## src/rtl/hu8_pkg.sv

```systemverilog
// ----------------------------------------------------------------------------
// hu8_pkg
// Shared types and constants for the hex UCS-2 to UTF-8 decoder.
// ----------------------------------------------------------------------------
package hu8_pkg;

  // Default depth of the command queue between front and back
  localparam int unsigned QueueDepthDef = 4;

  localparam logic [15:0] UnitOneByteLim = 16'h0080;
  localparam logic [15:0] UnitTwoByteLim = 16'h0800;
  localparam logic [15:0] UnitStop       = 16'hFFFF;
  localparam logic [7:0]  LeadTwo        = 8'hC0;
  localparam logic [7:0]  LeadThree      = 8'hE0;
  localparam logic [7:0]  ContMark       = 8'h80;
  localparam logic [5:0]  ContMask       = 6'h3F;

  // Work handed from front to back: 1..3 bytes, or a bare end marker (cnt 0)
  typedef struct packed {
    logic [1:0] cnt;
    logic [7:0] b0;
    logic [7:0] b1;
    logic [7:0] b2;
    logic       text_end;
  } cmd_t;

endpackage

```

## src/rtl/hex_ucs2_to_utf8_decoder_top.sv

```systemverilog
// ----------------------------------------------------------------------------
// hex_ucs2_to_utf8_decoder_top
// Converts a stream of ASCII hex characters (UCS-2, four per unit) to UTF-8.
// ----------------------------------------------------------------------------
// Input channel: one hex character per transfer, last_char_i marks the end
// of a text. Output channel: one UTF-8 byte per transfer with last_of_run
// on the final byte of a unit and text_end on the final result of a text;
// a text whose final character yields no byte ends in a bare marker with
// byte_valid low.
// Throughput: one character per cycle while the queue is not full. The front
// decodes each character in the cycle it arrives and, on a fourth character
// whose unit yields bytes or on the final one, writes a command into a
// QueueDepth-entry queue. The back drains one byte per cycle while the
// receiver does not stall. The bytes of a unit pass through the queue write
// and then the back register before they appear.
// When the receiver stalls, the current result holds and the queue fills;
// the input stalls only once the queue is full.
// Reset clears the decode state, the queue and the output valid; the block
// is ready for input as soon as reset is released.
// ----------------------------------------------------------------------------
module hex_ucs2_to_utf8_decoder_top #(
  parameter int unsigned QueueDepth = hu8_pkg::QueueDepthDef
) (
  input  logic       clk_i,
  input  logic       rst_ni,
  input  logic       in_valid_i,
  output logic       in_stall_o,
  input  logic [7:0] hex_char_i,
  input  logic       last_char_i,
  output logic       out_valid_o,
  input  logic       out_stall_i,
  output logic [7:0] utf8_byte_o,
  output logic       byte_valid_o,
  output logic       last_of_run_o,
  output logic       text_end_o
);

  logic          push, full, pop, q_valid;
  hu8_pkg::cmd_t push_cmd, pop_cmd;

  hu8_front u_front (
    .clk_i       (clk_i),
    .rst_ni      (rst_ni),
    .in_valid_i  (in_valid_i),
    .in_stall_o  (in_stall_o),
    .hex_char_i  (hex_char_i),
    .last_char_i (last_char_i),
    .cmd_valid_o (push),
    .cmd_o       (push_cmd),
    .cmd_full_i  (full)
  );

  hu8_fifo #(
    .QueueDepth (QueueDepth)
  ) u_fifo (
    .clk_i       (clk_i),
    .rst_ni      (rst_ni),
    .push_i      (push),
    .push_data_i (push_cmd),
    .full_o      (full),
    .pop_i       (pop),
    .valid_o     (q_valid),
    .pop_data_o  (pop_cmd)
  );

  hu8_back u_back (
    .clk_i         (clk_i),
    .rst_ni        (rst_ni),
    .cmd_valid_i   (q_valid),
    .cmd_i         (pop_cmd),
    .cmd_pop_o     (pop),
    .out_valid_o   (out_valid_o),
    .out_stall_i   (out_stall_i),
    .utf8_byte_o   (utf8_byte_o),
    .byte_valid_o  (byte_valid_o),
    .last_of_run_o (last_of_run_o),
    .text_end_o    (text_end_o)
  );

endmodule

```

## src/rtl/hu8_front.sv

```systemverilog
// ----------------------------------------------------------------------------
// hu8_front
// Gathers hex characters into UCS-2 units and turns each unit into a
// command holding its UTF-8 bytes.
// ----------------------------------------------------------------------------
module hu8_front (
  input  logic          clk_i,
  input  logic          rst_ni,
  input  logic          in_valid_i,
  output logic          in_stall_o,
  input  logic [7:0]    hex_char_i,
  input  logic          last_char_i,
  output logic          cmd_valid_o,
  output hu8_pkg::cmd_t cmd_o,
  input  logic          cmd_full_i
);

  logic [11:0] unit_accum_q, unit_accum_d;
  logic [1:0]  char_phase_q, char_phase_d;
  logic        pair_bad_q, pair_bad_d;
  logic        high_bad_q, high_bad_d;
  logic        halted_q, halted_d;

  logic        accept;
  logic [3:0]  nib;
  logic        bad;
  logic [7:0]  hi_byte, lo_byte;
  logic [15:0] unit;
  logic [1:0]  n_bytes;
  logic        produce;

  assign in_stall_o = cmd_full_i;
  assign accept     = in_valid_i & ~cmd_full_i;

  // Hex digit decode
  always_comb begin
    bad = 1'b0;
    nib = 4'h0;
    if (hex_char_i >= 8'h30 && hex_char_i <= 8'h39) begin
      nib = hex_char_i[3:0];
    end else if ((hex_char_i >= 8'h61 && hex_char_i <= 8'h66) ||
                 (hex_char_i >= 8'h41 && hex_char_i <= 8'h46)) begin
      nib = hex_char_i[3:0] + 4'd9;
    end else begin
      bad = 1'b1;
    end
  end

  assign hi_byte = high_bad_q ? 8'h00 : unit_accum_q[11:4];
  assign lo_byte = (pair_bad_q | bad) ? 8'h00 : {unit_accum_q[3:0], nib};
  assign unit    = {hi_byte, lo_byte};
  assign produce = ~halted_q & (char_phase_q == 2'd3);

  // Classify the unit and build its bytes
  always_comb begin
    cmd_o = '0;
    if (!produce || unit == 16'h0000 || unit == hu8_pkg::UnitStop) begin
      n_bytes = 2'd0;
    end else if (unit < hu8_pkg::UnitOneByteLim) begin
      n_bytes  = 2'd1;
      cmd_o.b0 = unit[7:0];
    end else if (unit < hu8_pkg::UnitTwoByteLim) begin
      n_bytes  = 2'd2;
      cmd_o.b0 = hu8_pkg::LeadTwo | {3'b000, unit[10:6]};
      cmd_o.b1 = hu8_pkg::ContMark | {2'b00, unit[5:0] & hu8_pkg::ContMask};
    end else begin
      n_bytes  = 2'd3;
      cmd_o.b0 = hu8_pkg::LeadThree | {4'h0, unit[15:12]};
      cmd_o.b1 = hu8_pkg::ContMark | {2'b00, unit[11:6]};
      cmd_o.b2 = hu8_pkg::ContMark | {2'b00, unit[5:0] & hu8_pkg::ContMask};
    end
    cmd_o.cnt      = n_bytes;
    cmd_o.text_end = last_char_i;
  end

  assign cmd_valid_o = accept & ((n_bytes != 2'd0) | last_char_i);

  always_comb begin
    unit_accum_d = unit_accum_q;
    char_phase_d = char_phase_q;
    pair_bad_d   = pair_bad_q;
    high_bad_d   = high_bad_q;
    halted_d     = halted_q;
    if (accept) begin
      if (last_char_i) begin
        // text end: start the next text clean
        unit_accum_d = '0;
        char_phase_d = '0;
        pair_bad_d   = 1'b0;
        high_bad_d   = 1'b0;
        halted_d     = 1'b0;
      end else if (!halted_q) begin
        unique case (char_phase_q)
          2'd0: begin
            unit_accum_d = {8'h00, nib};
            pair_bad_d   = bad;
            char_phase_d = 2'd1;
          end
          2'd1: begin
            unit_accum_d = {unit_accum_q[7:0], nib};
            high_bad_d   = pair_bad_q | bad;
            pair_bad_d   = 1'b0;
            char_phase_d = 2'd2;
          end
          2'd2: begin
            unit_accum_d = {unit_accum_q[7:0], nib};
            pair_bad_d   = bad;
            char_phase_d = 2'd3;
          end
          default: begin
            halted_d     = (n_bytes == 2'd0);
            unit_accum_d = '0;
            pair_bad_d   = 1'b0;
            high_bad_d   = 1'b0;
            char_phase_d = 2'd0;
          end
        endcase
      end
    end
  end

  always_ff @(posedge clk_i or negedge rst_ni) begin
    if (!rst_ni) begin
      unit_accum_q <= '0;
      char_phase_q <= '0;
      pair_bad_q   <= 1'b0;
      high_bad_q   <= 1'b0;
      halted_q     <= 1'b0;
    end else begin
      unit_accum_q <= unit_accum_d;
      char_phase_q <= char_phase_d;
      pair_bad_q   <= pair_bad_d;
      high_bad_q   <= high_bad_d;
      halted_q     <= halted_d;
    end
  end

endmodule

```

## src/rtl/hu8_fifo.sv

```systemverilog
// ----------------------------------------------------------------------------
// hu8_fifo
// Short command queue between the front and the back.
// ----------------------------------------------------------------------------
module hu8_fifo #(
  parameter int unsigned QueueDepth = hu8_pkg::QueueDepthDef
) (
  input  logic          clk_i,
  input  logic          rst_ni,
  input  logic          push_i,
  input  hu8_pkg::cmd_t push_data_i,
  output logic          full_o,
  input  logic          pop_i,
  output logic          valid_o,
  output hu8_pkg::cmd_t pop_data_o
);

  localparam int unsigned PtrW = (QueueDepth > 1) ? $clog2(QueueDepth) : 1;
  localparam int unsigned CntW = $clog2(QueueDepth + 1);
  localparam logic [PtrW-1:0] LastPtr = PtrW'(QueueDepth - 1);
  localparam logic [CntW-1:0] FullCnt = CntW'(QueueDepth);

  hu8_pkg::cmd_t       slots_q [QueueDepth];
  logic [PtrW-1:0]     wr_ptr_q, wr_ptr_d;
  logic [PtrW-1:0]     rd_ptr_q, rd_ptr_d;
  logic [CntW-1:0]     count_q, count_d;
  logic                do_push, do_pop;

  assign full_o     = (count_q == FullCnt);
  assign valid_o    = (count_q != '0);
  assign pop_data_o = slots_q[rd_ptr_q];
  assign do_push    = push_i & ~full_o;
  assign do_pop     = pop_i & valid_o;

  always_comb begin
    wr_ptr_d = wr_ptr_q;
    rd_ptr_d = rd_ptr_q;
    count_d  = count_q;
    if (do_push) begin
      wr_ptr_d = (wr_ptr_q == LastPtr) ? '0 : wr_ptr_q + 1'b1;
    end
    if (do_pop) begin
      rd_ptr_d = (rd_ptr_q == LastPtr) ? '0 : rd_ptr_q + 1'b1;
    end
    if (do_push && !do_pop) begin
      count_d = count_q + 1'b1;
    end else if (do_pop && !do_push) begin
      count_d = count_q - 1'b1;
    end
  end

  always_ff @(posedge clk_i) begin
    if (do_push) begin
      slots_q[wr_ptr_q] <= push_data_i;
    end
  end

  always_ff @(posedge clk_i or negedge rst_ni) begin
    if (!rst_ni) begin
      wr_ptr_q <= '0;
      rd_ptr_q <= '0;
      count_q  <= '0;
    end else begin
      wr_ptr_q <= wr_ptr_d;
      rd_ptr_q <= rd_ptr_d;
      count_q  <= count_d;
    end
  end

endmodule

```

## src/rtl/hu8_back.sv

```systemverilog
// ----------------------------------------------------------------------------
// hu8_back
// Plays out each queued command as one output transfer per byte, or one
// bare end marker.
// ----------------------------------------------------------------------------
module hu8_back (
  input  logic          clk_i,
  input  logic          rst_ni,
  input  logic          cmd_valid_i,
  input  hu8_pkg::cmd_t cmd_i,
  output logic          cmd_pop_o,
  output logic          out_valid_o,
  input  logic          out_stall_i,
  output logic [7:0]    utf8_byte_o,
  output logic          byte_valid_o,
  output logic          last_of_run_o,
  output logic          text_end_o
);

  hu8_pkg::cmd_t cur_q, cur_d;
  logic          busy_q, busy_d;
  logic [1:0]    idx_q, idx_d;
  logic          take, fin;

  assign fin  = (cur_q.cnt == 2'd0) || (idx_q == cur_q.cnt - 2'd1);
  assign take = busy_q & ~out_stall_i;
  assign cmd_pop_o = cmd_valid_i & (~busy_q | (take & fin));

  assign out_valid_o   = busy_q;
  assign byte_valid_o  = (cur_q.cnt != 2'd0);
  assign last_of_run_o = fin;
  assign text_end_o    = fin & cur_q.text_end;

  always_comb begin
    unique case (idx_q)
      2'd0:    utf8_byte_o = byte_valid_o ? cur_q.b0 : 8'h00;
      2'd1:    utf8_byte_o = cur_q.b1;
      default: utf8_byte_o = cur_q.b2;
    endcase
  end

  always_comb begin
    cur_d  = cur_q;
    busy_d = busy_q;
    idx_d  = idx_q;
    if (cmd_pop_o) begin
      // load the next command as soon as the current one is done
      cur_d  = cmd_i;
      busy_d = 1'b1;
      idx_d  = 2'd0;
    end else if (take) begin
      if (fin) begin
        busy_d = 1'b0;
      end else begin
        idx_d = idx_q + 2'd1;
      end
    end
  end

  always_ff @(posedge clk_i) begin
    cur_q <= cur_d;
  end

  always_ff @(posedge clk_i or negedge rst_ni) begin
    if (!rst_ni) begin
      busy_q <= 1'b0;
      idx_q  <= 2'd0;
    end else begin
      busy_q <= busy_d;
      idx_q  <= idx_d;
    end
  end

endmodule

```

## config.mk

```make
export PLATFORM = sky130hd
export DESIGN_NAME = hex_ucs2_to_utf8_decoder_top
export DESIGN_NICKNAME = d
export VERILOG_FILES = /design/src/rtl/hu8_pkg.sv /design/src/rtl/hex_ucs2_to_utf8_decoder_top.sv /design/src/rtl/hu8_front.sv /design/src/rtl/hu8_fifo.sv /design/src/rtl/hu8_back.sv
export SDC_FILE = /design/constraint.sdc
export NUM_CORES = 1
export LEC_CHECK = 0
export BUFFER_PORTS_ARGS = -buffer_cell sky130_fd_sc_hd__buf_2
export CAP_MARGIN = 15
export CORE_MARGIN = 10
export CORE_UTILIZATION = 55
export DETAILED_ROUTE_END_ITERATION = 6
export GPL_TIMING_DRIVEN = 1
export PLACE_DENSITY = 0.74
export SLEW_MARGIN = 5
export SYNTH_ARGS = -nofsm -noshare
export SYNTH_HDL_FRONTEND = slang
export SYNTH_SLANG_ARGS = --single-unit
```

## constraint.sdc

```tcl
create_clock -name clk_i -period 2.7 [get_ports clk_i]
set_input_delay 0.135 -clock clk_i [delete_from_list [all_inputs] [get_ports clk_i]]
set_output_delay 0.135 -clock clk_i [all_outputs]
set_load 0.02 [all_outputs]
```

==> metrics.txt <==
outcome=finished, violations left; failing checks=setup timing; Final WS setup=-0.191 ns; CTS Buffer Depth=2; Yosys reg bits=approximately 150; critical path fanouts, max=2; Seq/Total Area, Yosys=roughly two thirds; via/cell ratio=~5.8; Final ANT Viol Nets=0; endpoint type of the worst setup path=flop; row count=39; fin util=approximately 68%; CTS tree=built; TritonCTS Sinks=~150; Clock Skews=roughly 0.014 ns; dpl hpwl=~8.4 mm; first-pass GRT wire length=around 21 mm; post-route minimum period=2.89 ns; cell-internal power=approximately 5.2 mW; GRT Total Usage=16.5%; Global Route met3 Usage=under 10%; buffers added on ports=25; synthesized netlist net count=444; Clk pwr share=25.9%; Reg clk slew, reported paths=0.06 ns; vias in the first global route=between 3000 and 4000; worst-skew pair later-pin latency=0.41 ns; Worst Setup Path Type=reg -> reg; critical path arrival=about 3.2 ns; synth unique cells=52; fin nets=between 500 and 600; Async S/R FF share, synth=between 10% and 20%; setup TNS=-0.352 ns; Final Hold Vio Count=0; GP Congestion=between 0.8 and 0.9; initial antenna violation count=0; crit start category=flop; Place WS=-0.431 ns; Worst VDD drop=0.664 mV; number of buffers created by CTS=17; initial core utilization=between 50% and 60%; max-cap viol count=0; combinational power share=31.7%; diode count=0; # setup viols final=2; Die H=between 100 and 150 um; power consumption=7.66 mW; GRT Max-Usage Layer=met2; Avg Inst Size Synth=approximately 16 um^2; Post-synth top flop=edfxtp_1; met1 GRT Util=between 20% and 30%; largest area contributor in the netlist=edfxtp_1; die area=approximately 16000 um^2; # DRC=0; RSZ-0062 raised after global routing=yes; sw power=about 2.4 mW; Synth top area share=56.3%; # fillers=~790; Post-Syn Area=about 6400 um^2; wire per inst=between 15 and 20 um; H-tree depth=4; number of synthesized flops with an enable pin=120; achievable frequency=between 300 and 400 MHz; grt met2 use=roughly 28%; vias=between 3000 and 4000; I/O pin count=26; crit share post-route=107%; Net Sw Frac=31.7%; Worst Path Required=around 3 ns; final slew viol count=0; Routed WL=about 13 mm; Seq pwr share=42.4%; Die X=128 um; largest net degree at the start of global routing=28; leakage=2.95 nW; min-delay worst type=in -> reg; DRT iter0 DRCs=around 360; power density over cell area=between 900 and 1000 nW/um^2; Slew HR=58.0%; layout cells sized above 1=a little under a third; worst-margin pin slew=0.626 ns; CTS root buf=clkbuf_16; core area=approximately 11000 um^2; first-pass iteration count of the detailed router=5; YS warnings=0; top post-synthesis cells by area=edfxtp_1 56%, dfrtp_1 11%, mux4_2 8.4%, ha_1 3.5%, a22o_1 1.9%; hold_ws=roughly 0.076 ns; GRT overflow=0; Mapped Cells=412; Syn-to-layout area delta=21.0%
## worst max-delay path, stage by stage (launching register included)
cell,delay (ns)
dfrtp_1,0.38
or4_4,0.56
nor2_4,0.15
a21oi_4,0.07
a31o_4,0.22
a211o_1,0.27
a31oi_4,0.17
inv_2,0.06
ha_4,0.16
inv_2,0.04
fa_2,0.42
mux2_2,0.27
## cell type report
type | count | area (um^2) | share of cell area (%)
Multi-Input combinational cell | 222 | 2030 | 26.3
Sequential cell | 147 | 4280 | 55.3
Timing Repair Buffer | 85 | 641 | 8.27
Clock buffer | 19 | 433 | 5.59
Tap cell | 143 | 179 | 2.31
Inverter | 29 | 109 | 1.41
Clock inverter | 13 | 68.8 | 0.889
## per-layer routing
layer | up-vias | part of all wire [%]
li1 | 1781 | -
met1 | 1895 | 42
met2 | 108 | 52
met3 | 12 | 4.1
met4 | 0 | 1.3
met5 | - | 0
## registers in the layout (all words and copies together), names as in the netlist
register              cells
u_back.idx_q              2
u_back.out_valid_o        1
u_back.cur_q             24
u_fifo.slots_q           96
u_fifo.count_q            3
u_front.char_phase_q      2
u_front.unit_accum_q     12
u_fifo.wr_ptr_q           2
u_front.high_bad_q        1
u_fifo.rd_ptr_q           2
u_front.pair_bad_q        1
u_front.halted_q          1
## Yosys cell counts (all sizes together) (3+ instances only)
cell / instances
edfxtp: 120
nand2: 25
mux2: 4
xor2: 4
mux4: 24
dfrtp: 27
inv: 29
a21oi: 15
o21ai: 12
nand3: 6
or3: 3
clkbuf: 10
a22o: 14
nor2b: 8
and3: 6
nand2b: 4
nor3: 10
a222oi: 7
and2: 4
nor2: 20
buf: 4
a21o: 3
a31oi: 4
ha: 18
## cells in the final DEF (no fill, tap or decap), types with 5 or more instances in the layout
| cell type | Yosys | final |
|---|---|---|
| a22o_1 | 14 | 14 |
| dfrtp_1 | 27 | 27 |
| clkbuf_16 | 0 | 17 |
| nor3_1 | 10 | 8 |
| buf_4 | 0 | 54 |
| nand3_1 | 6 | 6 |
| and3_1 | 6 | 6 |
| buf_2 | 1 | 25 |
| o21ai_0 | 12 | 11 |
| nor2_1 | 20 | 19 |
| edfxtp_1 | 120 | 120 |
| inv_1 | 29 | 27 |
| mux4_2 | 24 | 24 |
| nand2_1 | 24 | 24 |
| ha_1 | 18 | 17 |
| a222oi_1 | 7 | 7 |
| buf_12 | 0 | 5 |
| clkinv_1 | 0 | 6 |
| a21oi_1 | 14 | 13 |
## through the flow
stage | cell area [um^2] | cells
CTS | 7710 | 657
global placement | 7190 | 623
global route | 7740 | 658
detailed placement | 7190 | 623
floorplan | 6450 | 412
finish | 7740 | 658
## path summary, 6_finish.rpt
| path | from | endpoint | slack, ns | depth (start not counted) |
|---|---|---|---|---|
| setup / recovery | u_front.unit_accum_q[8] | u_fifo.count_q[1] | -0.19 | 11 |
| hold / removal | out_stall_i | u_back.out_valid_o | 0.08 | 3 |
| setup reg to reg | u_front.unit_accum_q[8] | u_fifo.count_q[1] | -0.19 | 11 |
| hold reg to reg | u_fifo.count_q[2] | u_fifo.count_q[2] | 0.51 | 1 |
| max in group asynchronous | rst_ni | u_front.unit_accum_q[8] | 2.00 | 2 |
| min in group asynchronous | rst_ni | u_fifo.wr_ptr_q[0] | 0.28 | 2 |
## logic make-up after synthesis
family,Yosys count,synth area share (%)
AOI/OAI and AO/OA,70,8.55
DFF,147,66.9
muxes,29,9.31
buffers and inverters,43,2.54
adders and majority gates,19,3.83
and+or+nand+nor,98,8.06
xor gates and xnor gates,6,0.821
## power groups by stage
stage	combinational, mW	sequential, mW	clock, mW
after floorplan	1.61	3.23	0
after CTS	2.44	3.25	2.02
after global routing	2.67	3.30	2.10
after detailed placement	2.41	3.29	0
final	2.42	3.25	1.99
after global placement	2.33	3.25	0
## timing repair
| action | CTS | global route |
|---|---|---|
| endpoints found under the hold margin | 27 | 0 |
| gates resized for setup | 0 | 5 |
| cloned | 0 | 0 |
| setup buffers | 1 | 1 |
| pin swaps | 3 | 5 |
| setup endpoints to repair | 2 | 10 |
| hold buffers | 1 | 0 |
Note: power is estimated with default switching activity, not from simulation.
